<file path="src/rtl/core/lfti_pkg.sv">
package lfti_pkg;

    localparam int TAB_LEN = 20;
    localparam int IDX_W   = 5;
    localparam int VAL_W   = 27;
    localparam int Q_W     = 27;
    localparam int NUM_W   = 2 * VAL_W;

    localparam logic [IDX_W-1:0] IDX_FIRST = IDX_W'(1);
    localparam logic [IDX_W-1:0] IDX_LAST  = IDX_W'(TAB_LEN - 1);

    localparam logic FUNC_LENS_TO_FOV = 1'b0;
    localparam logic FUNC_FOV_TO_LENS = 1'b1;

    typedef struct packed {
        logic             func;
        logic [VAL_W-1:0] x;
        logic [IDX_W-1:0] idx;
    } seg_t;

    typedef struct packed {
        logic             func;
        logic [VAL_W-1:0] dxo;
        logic [VAL_W-1:0] dy;
        logic [VAL_W-1:0] den;
        logic [VAL_W-1:0] y0;
    } opnd_t;

    typedef struct packed {
        logic             func;
        logic [NUM_W-1:0] num;
        logic [VAL_W-1:0] den;
        logic [VAL_W-1:0] y0;
    } div_in_t;

    typedef struct packed {
        logic             func;
        logic [NUM_W-1:0] rem;
        logic [VAL_W-1:0] den;
        logic [VAL_W-1:0] y0;
        logic [Q_W-1:0]   q;
    } div_st_t;

    function automatic logic [VAL_W-1:0] lens_rom(input logic [IDX_W-1:0] i);
        logic [VAL_W-1:0] v;
        unique case (i)
            5'd0:    v = 27'd10094;
            5'd1:    v = 27'd11040;
            5'd2:    v = 27'd15360;
            5'd3:    v = 27'd17408;
            5'd4:    v = 27'd24576;
            5'd5:    v = 27'd35840;
            5'd6:    v = 27'd51200;
            5'd7:    v = 27'd87040;
            5'd8:    v = 27'd102400;
            5'd9:    v = 27'd138240;
            5'd10:   v = 27'd204800;
            5'd11:   v = 27'd512000;
            5'd12:   v = 27'd640000;
            5'd13:   v = 27'd819200;
            5'd14:   v = 27'd1024000;
            5'd15:   v = 27'd2560000;
            5'd16:   v = 27'd5120000;
            5'd17:   v = 27'd25600000;
            5'd18:   v = 27'd51200000;
            5'd19:   v = 27'd102400000;
            default: v = 27'd102400000;
        endcase
        return v;
    endfunction

    function automatic logic [VAL_W-1:0] fov_rom(input logic [IDX_W-1:0] i);
        logic [VAL_W-1:0] v;
        unique case (i)
            5'd0:    v = 27'd11468800;
            5'd1:    v = 27'd10485760;
            5'd2:    v = 27'd7536640;
            5'd3:    v = 27'd6684672;
            5'd4:    v = 27'd5505024;
            5'd5:    v = 27'd4128768;
            5'd6:    v = 27'd3014656;
            5'd7:    v = 27'd1835008;
            5'd8:    v = 27'd1572864;
            5'd9:    v = 27'd1179648;
            5'd10:   v = 27'd786432;
            5'd11:   v = 27'd327680;
            5'd12:   v = 27'd262144;
            5'd13:   v = 27'd204800;
            5'd14:   v = 27'd163840;
            5'd15:   v = 27'd65536;
            5'd16:   v = 27'd32768;
            5'd17:   v = 27'd6554;
            5'd18:   v = 27'd3277;
            5'd19:   v = 27'd1638;
            default: v = 27'd1638;
        endcase
        return v;
    endfunction

endpackage

</file>
<file path="src/rtl/core/lfti_seg.sv">
module lfti_seg (
    input  logic                  clk,
    input  logic                  rst_n,
    input  logic                  in_valid,
    output logic                  in_ready,
    input  logic                  in_func,
    input  logic [lfti_pkg::VAL_W-1:0] in_value,
    output logic                  out_valid,
    input  logic                  out_ready,
    output lfti_pkg::seg_t        out_data
);
    import lfti_pkg::*;

    logic vld_reg;
    seg_t seg_reg;
    seg_t seg_next;
    logic adv;

    assign adv      = !vld_reg || out_ready;
    assign in_ready = adv;

    always_comb
    begin
        logic [VAL_W-1:0] x;
        logic [IDX_W-1:0] idx;
        x   = in_value;
        idx = IDX_LAST;
        if (in_func == FUNC_LENS_TO_FOV)
        begin
            if (in_value < lens_rom(IDX_W'(0)))
                x = lens_rom(IDX_W'(0));
            else if (in_value > lens_rom(IDX_LAST))
                x = lens_rom(IDX_LAST);
            for (int i = TAB_LEN - 1; i >= 0; i--)
                if (x < lens_rom(IDX_W'(i)))
                    idx = IDX_W'(i);
        end
        else
        begin
            if (in_value < fov_rom(IDX_LAST))
                x = fov_rom(IDX_LAST);
            else if (in_value > fov_rom(IDX_W'(0)))
                x = fov_rom(IDX_W'(0));
            for (int i = TAB_LEN - 1; i >= 0; i--)
                if (x > fov_rom(IDX_W'(i)))
                    idx = IDX_W'(i);
        end
        if (idx < IDX_FIRST)
            idx = IDX_FIRST;
        seg_next.func = in_func;
        seg_next.x    = x;
        seg_next.idx  = idx;
    end

    always_ff @(posedge clk or negedge rst_n)
    begin
        if (!rst_n)
            vld_reg <= 1'b0;
        else if (adv)
            vld_reg <= in_valid;
    end

    always_ff @(posedge clk)
    begin
        if (adv)
            seg_reg <= seg_next;
    end

    assign out_valid = vld_reg;
    assign out_data  = seg_reg;

endmodule

</file>
<file path="config.mk">
export PLATFORM = sky130hd
export DESIGN_NAME = lfti_seg
export DESIGN_NICKNAME = d
export VERILOG_FILES = /design/src/rtl/core/lfti_pkg.sv /design/src/rtl/core/lfti_seg.sv
export SDC_FILE = /design/constraint.sdc
export NUM_CORES = 1
export LEC_CHECK = 0
export BUFFER_PORTS_ARGS = -buffer_cell sky130_fd_sc_hd__buf_2
export CORE_UTILIZATION = 60
export CTS_BUF_LIST = sky130_fd_sc_hd__clkbuf_2
export CTS_CLUSTER_SIZE = 25
export DETAILED_ROUTE_END_ITERATION = 6
export PLACE_DENSITY = 0.95
export SLEW_MARGIN = 15
export SYNTH_ARGS = -nofsm -noshare
export SYNTH_HDL_FRONTEND = slang
export SYNTH_SLANG_ARGS = --single-unit
export TNS_END_PERCENT = 50
</file>
<file path="constraint.sdc">
create_clock -name clk -period 3.9 [get_ports clk]
set_clock_uncertainty 0.1 [all_clocks]
set_input_delay 0.39 -clock clk [delete_from_list [all_inputs] [get_ports clk]]
set_output_delay 0.39 -clock clk [all_outputs]
set_load 0.01 [all_outputs]
</file>
==> summary.txt <==
Floorplanning
  – Die area: 5230 sq um
  – Chip Height: 72.3 um
  – # IOs: 67
  – # rows: 25
  – Initial Util: 62.4%
  – Die X: 72.3 um
  – Total core area: 4750 sq um

Power
  – Leakage: 0.00129 uW
  – Worst vdd ir: 0.000144 V
  – Power per cell area: 252 nW/um^2

STA
  – Hold Vio Cnt, Final: 0
  – Final setup viols: 0
  – Setup TNS: 0 ps
  – Final WS setup: 867 ps
  – Tcrit/Tclk final: 77.8%
  – RSZ-0062 raised after global routing: no
  – Max_slew headroom: 46.8%
  – Worst-margin pin slew: 795 ps
  – Slew Viols, Final: 0
  – Final Hold Slack: 127 ps
  – Post-route minimum period: 3030 ps
  – Max Freq: 330 MHz

Clock tree
  – Clock Latency Late Sink: 370 ps
  – Inserted Clock Buffers: 5
  – CTS Sinks: 34
  – Clock transition at the registers of the reported paths: 170 ps
  – CTS tree: built
  – Root Buffer: clkbuf_2
  – H-tree depth: 2
  – Clock Tree Buf Depth: 2

Yosys
  – Yosys cell types: 68
  – Ys Warns: 0
  – Syn Std Cell Area: 2970 sq um
  – Mapped Cells: 358
  – Number of synthesized flops with an enable pin: 33
  – Primary FF master, synth: edfxtp_1
  – Sequential-to-total area share from yosys stat: 34.2%
  – Syn_area_per_cell: 8.29 sq um
  – Post-Syn Nets: 390
  – Async SR Flop Fraction: 2.94%
  – FF+latch count, synth: 34

Hold path
  – Hold Startpoint: in_valid
  – Hold path endpoint: out_valid$_DFFE_PN0P_
  – Hold Path Stages: 2
  – HP Class: in -> reg

Outcome
  – Status: finished clean

Setup path
  – Critical path class: in -> reg
  – CP max FO: 19
  – FF-to-FF End: out_data[2]$_SDFFCE_PN0P_
  – Reg2reg start: out_valid$_DFFE_PN0P_
  – Crit start category: input port
  – Reg2reg path depth: 2
  – Critical-path cell list: buf_2, o2111ai_1, a31oi_1, o31ai_1, buf_4, nand2_1, o2111ai_1, a21oi_1, o211ai_1, a21oi_1, o22ai_1
  – Max stage delay cell, worst path: a31oi_1
  – Worst EP required: 3960 ps
  – Critical path arrival: 3090 ps
  – Worst path max stage delay: 690 ps
  – R2r setup slk: 2300 ps
  – Critical path endpoint category: flop

Drt
  – Post-Route WL: 9.98 mm
  – Avg WL per Cell: 21.0 um
  – Iter 0 DRT Violations: 532
  – # DRC: 0
  – Number of nets with antenna violations after routing: 0
  – First-pass detailed-route iteration total: 7
  – Via count: 3389
  – Avg Vias per Cell: 7.12

Placed design
  – DP Worst Slack: 723 ps
  – DP Wirelength: 7.31 mm
  – Placed cell count: 467
  – Buffers added on ports: 66
  – RePlAce Congestion: 1.01

Global route
  – First-pass GRT wire length: 15.7 mm
  – GRT Residual Overflow: 0
  – All-Layer GR Usage: 40.0%
  – Initial antenna violation count: 0
  – Largest net degree at the start of global routing: 26
  – Vias in the first global route: 3115

Cells and area
  – Antenna Cells: 0
  – Final nets: 440
  – Fillers: 401
  – Area taken by multi-input logic gates: 1790 sq um
  – Final core utilization: 69.9%
  – Fraction of layout cells with a size suffix above 1: 24.4%
  – Register area: 1020 sq um
  – Area Growth Syn to Fin: 12.1%
  – Layout Cells excl Fill: 476

Run
  – Maxcap violations: 0
==> timing repair <==
item / CTS / global route
buffers inserted: 0 / 0
setup endpoints to repair: 0 / 0
hold buffers: 1 / 0
endpoints found under the hold margin: 1 / 0
gates resized for setup: 0 / 0
==> registers in the layout, summed over array words and instances, names as in the netlist <==
name and flops:
out_data 33, out_valid 1
==> stage by stage <==
step	instance area, sq um	power, uW
finish	3330	838
global route	3330	870
CTS	3330	831
detailed placement	3280	680
global placement	3280	675
floorplan	2970	591
==> cell type report <==
type / count / share of cell area, %
clock buffer: 6 / 0.903
multi-input combinational: 289 / 54.0
timing repair buffer: 70 / 10.9
clock inverter: 2 / 0.263
inverter: 8 / 0.903
sequential: 34 / 30.5
tap: 67 / 2.52
==> cell usage after synthesis (2+ instances only) <==
cell       number  area (sq um)
a211o_1         2          17.5
a211oi_1        3          22.5
a21o_1         10          75.1
a21oi_1        22           110
a31o_2          3          26.3
a31oi_1         9          56.3
a41oi_1         2          17.5
and2_1          8          50.1
and4_1          2          17.5
and4b_1         2          20.0
buf_2           9          45.0
buf_6           2          22.5
clkbuf_1       15          56.3
edfxtp_1       33           991
inv_1           8          30.0
nand2_1        30           113
nand2b_1        7          43.8
nand3_1         9          45.0
nand4_1         5          31.3
nand4_2         2          25.0
nor2_1         44           165
nor2b_1         6          37.5
nor3_1         17          85.1
nor4_1          9          56.3
nor4_2          3          37.5
nor4_4          2          42.5
o2111ai_1       4          35.0
o211ai_1        6          45.0
o21a_1          2          15.0
o21ai_0        17          85.1
o21ai_1         2          10.0
o21bai_1        3          22.5
o22ai_1         6          37.5
o311a_1         2          20.0
o31ai_1         6          45.0
or2_2           6          37.5
or3_1           7          43.8
or4_1           3          22.5
==> worst max-delay path: cells and delay by family <==
| kind | cells | cell delay [ps] |
|---|---|---|
| and+or+nand+nor | 1 | 140 |
| AOI/OAI and AO/OA | 8 | 1940 |
| buffers and inverters | 2 | 600 |
==> worst max path at each step <==
stage,from,to,cells past startpoint
3_5_place_dp,in_value[15],out_data[0]$_SDFFCE_PN1P_,11
2_1_floorplan,in_value[23],out_data[0]$_SDFFCE_PN1P_,10
6_report,in_value[15],out_data[1]$_SDFFCE_PN0P_,11
4_1_cts,in_value[15],out_data[1]$_SDFFCE_PN0P_,11
3_3_place_gp,in_value[15],out_data[1]$_SDFFCE_PN0P_,11
5_1_grt,in_value[15],out_data[1]$_SDFFCE_PN0P_,11
==> placed cells by master, fill, tap and decap left out, drive strengths merged, types with 7 or more instances in the layout <==
cell    instances
a21oi          22
or2             7
and2            8
a21o           10
nor2           44
nand2b          7
nand3          10
inv             8
a31oi           9
nor4           14
or3             8
edfxtp         33
nand2          30
buf            69
o21ai          20
nor3           17
nand4           7
==> power by group <==
group / switching (uW) / internal, uW
Clock: 112 / 44.0
Sequential: 6.90 / 436
Combinational: 162 / 76.6
==> kinds of logic (layout without fill, tap and decap cells) <==
| group | count (synthesis) | count (layout) | synth area share, % |
|---|---|---|---|
| flops | 34 | 34 | 34.2 |
| compound gates | 117 | 117 | 27.7 |
| buf+inv | 35 | 86 | 5.31 |
| xor+xnor | 1 | 1 | 0.295 |
| simple gates | 171 | 171 | 32.5 |
==> routing by layer <==
layer	up-vias	GRT usage [%]	part of all wire, %
li1	1490	-	-
met1	1498	53.6	37
met2	332	59.8	43
met3	69	10.1	14
met4	0	20.0	5.4
met5	-	0	0
Power figures use the tool's default switching activity.
