<file path="config.mk">
export PLATFORM = sky130hd
export DESIGN_NAME = lfti_mul
export DESIGN_NICKNAME = d
export VERILOG_FILES = /design/src/rtl/core/lfti_pkg.sv /design/src/rtl/core/lfti_mul.sv
export SDC_FILE = /design/constraint.sdc
export NUM_CORES = 2
export LEC_CHECK = 0
export ABC_AREA = 1
export BUFFER_PORTS_ARGS = -buffer_cell sky130_fd_sc_hd__buf_2
export CAP_MARGIN = 30
export CORE_UTILIZATION = 35
export CTS_CLUSTER_DIAMETER = 150
export DETAILED_ROUTE_END_ITERATION = 6
export GPL_TIMING_DRIVEN = 0
export PLACE_DENSITY = 0.49
export SYNTH_ARGS = -nofsm -noshare
export SYNTH_HDL_FRONTEND = slang
export SYNTH_SLANG_ARGS = --single-unit
</file>
<file path="constraint.sdc">
create_clock -name clk -period 14.6 [get_ports clk]
set_input_delay 1.46 -clock clk [delete_from_list [all_inputs] [get_ports clk]]
set_output_delay 1.46 -clock clk [all_outputs]
set_load 0.005 [all_outputs]
</file>
<file path="src/rtl/core/lfti_pkg.sv">
package lfti_pkg;

    localparam int TAB_LEN = 20;
    localparam int IDX_W   = 5;
    localparam int VAL_W   = 27;
    localparam int Q_W     = 27;
    localparam int NUM_W   = 2 * VAL_W;

    localparam logic [IDX_W-1:0] IDX_FIRST = IDX_W'(1);
    localparam logic [IDX_W-1:0] IDX_LAST  = IDX_W'(TAB_LEN - 1);

    localparam logic FUNC_LENS_TO_FOV = 1'b0;
    localparam logic FUNC_FOV_TO_LENS = 1'b1;

    typedef struct packed {
        logic             func;
        logic [VAL_W-1:0] x;
        logic [IDX_W-1:0] idx;
    } seg_t;

    typedef struct packed {
        logic             func;
        logic [VAL_W-1:0] dxo;
        logic [VAL_W-1:0] dy;
        logic [VAL_W-1:0] den;
        logic [VAL_W-1:0] y0;
    } opnd_t;

    typedef struct packed {
        logic             func;
        logic [NUM_W-1:0] num;
        logic [VAL_W-1:0] den;
        logic [VAL_W-1:0] y0;
    } div_in_t;

    typedef struct packed {
        logic             func;
        logic [NUM_W-1:0] rem;
        logic [VAL_W-1:0] den;
        logic [VAL_W-1:0] y0;
        logic [Q_W-1:0]   q;
    } div_st_t;

    function automatic logic [VAL_W-1:0] lens_rom(input logic [IDX_W-1:0] i);
        logic [VAL_W-1:0] v;
        unique case (i)
            5'd0:    v = 27'd10094;
            5'd1:    v = 27'd11040;
            5'd2:    v = 27'd15360;
            5'd3:    v = 27'd17408;
            5'd4:    v = 27'd24576;
            5'd5:    v = 27'd35840;
            5'd6:    v = 27'd51200;
            5'd7:    v = 27'd87040;
            5'd8:    v = 27'd102400;
            5'd9:    v = 27'd138240;
            5'd10:   v = 27'd204800;
            5'd11:   v = 27'd512000;
            5'd12:   v = 27'd640000;
            5'd13:   v = 27'd819200;
            5'd14:   v = 27'd1024000;
            5'd15:   v = 27'd2560000;
            5'd16:   v = 27'd5120000;
            5'd17:   v = 27'd25600000;
            5'd18:   v = 27'd51200000;
            5'd19:   v = 27'd102400000;
            default: v = 27'd102400000;
        endcase
        return v;
    endfunction

    function automatic logic [VAL_W-1:0] fov_rom(input logic [IDX_W-1:0] i);
        logic [VAL_W-1:0] v;
        unique case (i)
            5'd0:    v = 27'd11468800;
            5'd1:    v = 27'd10485760;
            5'd2:    v = 27'd7536640;
            5'd3:    v = 27'd6684672;
            5'd4:    v = 27'd5505024;
            5'd5:    v = 27'd4128768;
            5'd6:    v = 27'd3014656;
            5'd7:    v = 27'd1835008;
            5'd8:    v = 27'd1572864;
            5'd9:    v = 27'd1179648;
            5'd10:   v = 27'd786432;
            5'd11:   v = 27'd327680;
            5'd12:   v = 27'd262144;
            5'd13:   v = 27'd204800;
            5'd14:   v = 27'd163840;
            5'd15:   v = 27'd65536;
            5'd16:   v = 27'd32768;
            5'd17:   v = 27'd6554;
            5'd18:   v = 27'd3277;
            5'd19:   v = 27'd1638;
            default: v = 27'd1638;
        endcase
        return v;
    endfunction

endpackage

</file>
<file path="src/rtl/core/lfti_mul.sv">
module lfti_mul (
    input  logic              clk,
    input  logic              rst_n,
    input  logic              in_valid,
    output logic              in_ready,
    input  lfti_pkg::seg_t    in_data,
    output logic              out_valid,
    input  logic              out_ready,
    output lfti_pkg::div_in_t out_data
);
    import lfti_pkg::*;

    logic    opv_reg;
    opnd_t   op_reg;
    opnd_t   op_next;
    logic    mv_reg;
    div_in_t m_reg;
    div_in_t m_next;
    logic    adv_op;
    logic    adv_m;

    assign adv_m    = !mv_reg || out_ready;
    assign adv_op   = !opv_reg || adv_m;
    assign in_ready = adv_op;

    always_comb
    begin
        logic [IDX_W-1:0] ip;
        logic [VAL_W-1:0] l0;
        logic [VAL_W-1:0] l1;
        logic [VAL_W-1:0] f0;
        logic [VAL_W-1:0] f1;
        ip = in_data.idx - IDX_W'(1);
        l0 = lens_rom(ip);
        l1 = lens_rom(in_data.idx);
        f0 = fov_rom(ip);
        f1 = fov_rom(in_data.idx);
        op_next.func = in_data.func;
        if (in_data.func == FUNC_LENS_TO_FOV)
        begin
            op_next.dxo = in_data.x - l0;
            op_next.dy  = f0 - f1;
            op_next.den = l1 - l0;
            op_next.y0  = f0;
        end
        else
        begin
            op_next.dxo = f0 - in_data.x;
            op_next.dy  = l1 - l0;
            op_next.den = f0 - f1;
            op_next.y0  = l0;
        end
    end

    always_comb
    begin
        m_next.func = op_reg.func;
        m_next.num  = NUM_W'(op_reg.dxo) * NUM_W'(op_reg.dy);
        m_next.den  = op_reg.den;
        m_next.y0   = op_reg.y0;
    end

    always_ff @(posedge clk or negedge rst_n)
    begin
        if (!rst_n)
        begin
            opv_reg <= 1'b0;
            mv_reg  <= 1'b0;
        end
        else
        begin
            if (adv_op)
                opv_reg <= in_valid;
            if (adv_m)
                mv_reg <= opv_reg;
        end
    end

    always_ff @(posedge clk)
    begin
        if (adv_op)
            op_reg <= op_next;
        if (adv_m)
            m_reg <= m_next;
    end

    assign out_valid = mv_reg;
    assign out_data  = m_reg;

endmodule

</file>
==> flow_metrics.env <==
export IMPL_num_rows=124
export IMPL_worst_path_buf_inv=8
export IMPL_postRouteAntennaNets=0
export IMPL_numCtsBuffers=27
export IMPL_hpwlAfterDp_um=126800
export IMPL_min_from="m_next[41]$_DFFE_PP_"
export IMPL_status="completed"
export IMPL_ys_ff_latch=216
export IMPL_grt_pass1_vias=34940
export IMPL_setup_violations=0
export IMPL_synthTopCellsByArea="fa_1 (31%), edfxtp_1 (16%), nand2_1 (16%)"
export IMPL_cp_end_kind="flip-flop"
export IMPL_synthArstFlopShare=0.009259
export IMPL_cp_data_required_time_ns=14.98
export IMPL_die_w_um=341.0
export IMPL_grt_overflow_total=0
export IMPL_drt_initial_drc_count=2736
export IMPL_cts_resized=0
export IMPL_hold_depth=0
export IMPL_post_drt_via_cell_ratio=4.793
export IMPL_fmax_ghz=0.1224
export IMPL_slowest_stage="clkbuf_1"
export IMPL_grt_pass1_wl_um=222500
export IMPL_insertion_delay_ns=0.63
export IMPL_cts_hold_buf=0
export IMPL_synth_nets=6394
export IMPL_crit_top_cell="fa_1"
export IMPL_worstMarginPinSlew_ns=1.102
export IMPL_synth_seq_area_share=0.1610
export IMPL_routed_via_count=34340
export IMPL_syn_area_um2=40230
export IMPL_design_portCount=148
export IMPL_clkTransAtPathRegs_ns=0.06
export IMPL_report_final_slew_viol_count=0
export IMPL_wl_per_cell_um=20.86
export IMPL_reg2reg_depth=25
export IMPL_r2r_end="out_data[95]$_DFFE_PP_"
export IMPL_synth_ff_type="edfxtp_1"
export IMPL_crit_type="reg -> reg"
export IMPL_start_util=0.3523
export IMPL_r2r_slack_ns=6.43
export IMPL_finalHoldViolations=0
export IMPL_timing_rr_start="op_reg[99]$_DFFE_PP_"
export IMPL_die_area_um2=116300
export IMPL_clockBufferDepth=3
export IMPL_synth_top_area_cell="fa_1"
export IMPL_yosysUniqueCellTypes=53
export IMPL_synth_edf_count=214
export IMPL_grt_antenna_before_repair=0
export IMPL_cap_violations=0
export IMPL_largest_reg_flops=107
export IMPL_holdCritPathClass="reg -> reg"
export IMPL_cp_num_cells=25
export IMPL_syn_to_final_growth_pct=9.432
export IMPL_dr_pass1_iters=5
export IMPL_core_area_um2=114200
export IMPL_crit_path_max_fanout=10
export IMPL_cp_data_arrival_time_ns=8.55
export IMPL_synth_top_area_frac=0.3120
export IMPL_nNetsFinal=6582
export IMPL_cts_root_buf="clkbuf_16"
export IMPL_post_cts_buffers=0
export IMPL_cp_start_kind="flip-flop"
export IMPL_routed_wl_um=149500
export IMPL_whs_endpoint="out_data[41]$_DFFE_PP_"
export IMPL_slowest_delay_ns=0.84
export IMPL_ys_warn_count=0
export IMPL_grt_util_all_layers=0.2585
export IMPL_fin_crit_ns=8.171
export IMPL_numClockSinks=216
export IMPL_port_buffers=146
export IMPL_maxSlewHeadroom=0.2651
export IMPL_gp_congestion=0.9709
export IMPL_fin_setup_tns_ns=0
export IMPL_n_antenna_cell=0
export IMPL_fp_dieH_um=341.0
export IMPL_synth_cells=5443
export IMPL_cts_max_level=1
export IMPL_fin_crit_sh=0.5596
export IMPL_critical_path_top_delay_family="adder cells"
export IMPL_drc=0
export IMPL_grt_max_degree=63
export IMPL_cts_tree="built"
export IMPL_rsz0062_at_grt="no"
export IMPL_syn_avg_cell_area_um2=7.392
export IMPL_layout_drive_gt1_share=0.04742
export IMPL_finClkSkew_ns=0.03764
-- worst register-to-register path: stages, from the launching register on --
cell	delay, ns
edfxtp_1	0.32
clkbuf_1	0.72
clkbuf_1	0.84
nand2_1	0.23
fa_1	0.56
inv_1	0.06
fa_1	0.54
inv_1	0.08
fa_1	0.52
fa_1	0.51
inv_1	0.05
fa_1	0.55
fa_1	0.51
inv_1	0.05
fa_1	0.47
inv_1	0.04
ha_1	0.39
nand2_1	0.10
inv_1	0.08
nand2_1	0.12
nor2_1	0.51
nand4_1	0.17
nand3b_1	0.26
nand2_1	0.11
nand3_1	0.09
nand2_1	0.07
-- cells in the mapped netlist (6+ instances only) --
| master | count |
|---|---|
| inv_1 | 1493 |
| o21ai_1 | 10 |
| edfxtp_1 | 214 |
| nor2_2 | 8 |
| nand4_1 | 46 |
| a21oi_1 | 114 |
| nor3_1 | 19 |
| and2_1 | 8 |
| nand3_1 | 191 |
| buf_2 | 7 |
| xor2_1 | 43 |
| o21bai_1 | 11 |
| ha_1 | 287 |
| nor2_1 | 248 |
| nand3b_1 | 20 |
| inv_2 | 8 |
| o22ai_1 | 6 |
| o21ai_0 | 106 |
| nand2_2 | 8 |
| fa_1 | 627 |
| xnor2_1 | 10 |
| clkbuf_1 | 179 |
| or2_2 | 7 |
| nand2_1 | 1709 |
-- cells in the final DEF, fill, tap and decap left out, types with 43 or more instances in the layout --
cell / netlist / final
clkbuf_1: 179 / 181
inv_1: 1493 / 1493
ha_1: 287 / 287
buf_2: 7 / 153
fa_1: 627 / 627
nand4_1: 46 / 46
nor2_1: 248 / 248
xor2_1: 43 / 43
nand2_1: 1709 / 1708
nand3_1: 191 / 190
a21oi_1: 114 / 114
edfxtp_1: 214 / 214
o21ai_0: 106 / 106
-- how the worst max path moves through the flow --
stage,startpoint,to,slack (ns)
6_report,op_reg[99]$_DFFE_PP_,out_data[95]$_DFFE_PP_,6.43
5_1_grt,op_reg[99]$_DFFE_PP_,out_data[95]$_DFFE_PP_,6.19
4_1_cts,op_reg[99]$_DFFE_PP_,out_data[94]$_DFFE_PP_,6.49
3_5_place_dp,op_reg[99]$_DFFE_PP_,out_data[94]$_DFFE_PP_,6.50
3_3_place_gp,out_ready,in_ready,6.34
2_1_floorplan,op_reg[98]$_DFFE_PP_,out_data[102]$_DFFE_PP_,8.56
-- layer usage --
layer  global-route usage  part of all wire  vias to the layer above
li1                     -                 -                    16260
met1               0.3385              0.43                    16610
met2               0.4377              0.47                     1205
met3              0.02908             0.060                      265
met4              0.09772             0.046                        0
met5                    0                 0                        -
-- logic make-up after synthesis --
logic type      synth area share
flops                     0.1610
fa+ha+maj                 0.4012
buf+inv                   0.1603
simple gates              0.2273
mux                    0.0002488
compound gates           0.03838
xor+xnor                 0.01154
-- stage by stage --
step	util	worst slack (ns)	hold WS (ns)	cell area, µm²	cells
after floorplan	-	8.562	0.4003	40230	5443
after global placement	0.3753	6.341	0.4015	42850	7101
after detailed placement	0.3774	6.496	0.4045	43090	7114
after CTS	0.3856	6.490	0.4014	44030	7164
after global routing	0.3856	6.186	0.4261	44030	7164
final	0.3856	6.429	0.3917	44030	7164
-- layout make-up --
class / instances / area, µm²
fillers: 12360 / 70160
multi-input cells: 3524 / 27330
flip-flops and latches: 216 / 6476
inverters: 1502 / 5638
well taps: 1512 / 1892
repair buffers: 159 / 948.4
plain buffers: 201 / 813.3
clock buffers: 29 / 683.2
clock inverters: 21 / 251.5
Power is left out: the tool's default activity adds up to more than one toggle a clock period on the data nets, which glitch-free logic cannot reach.
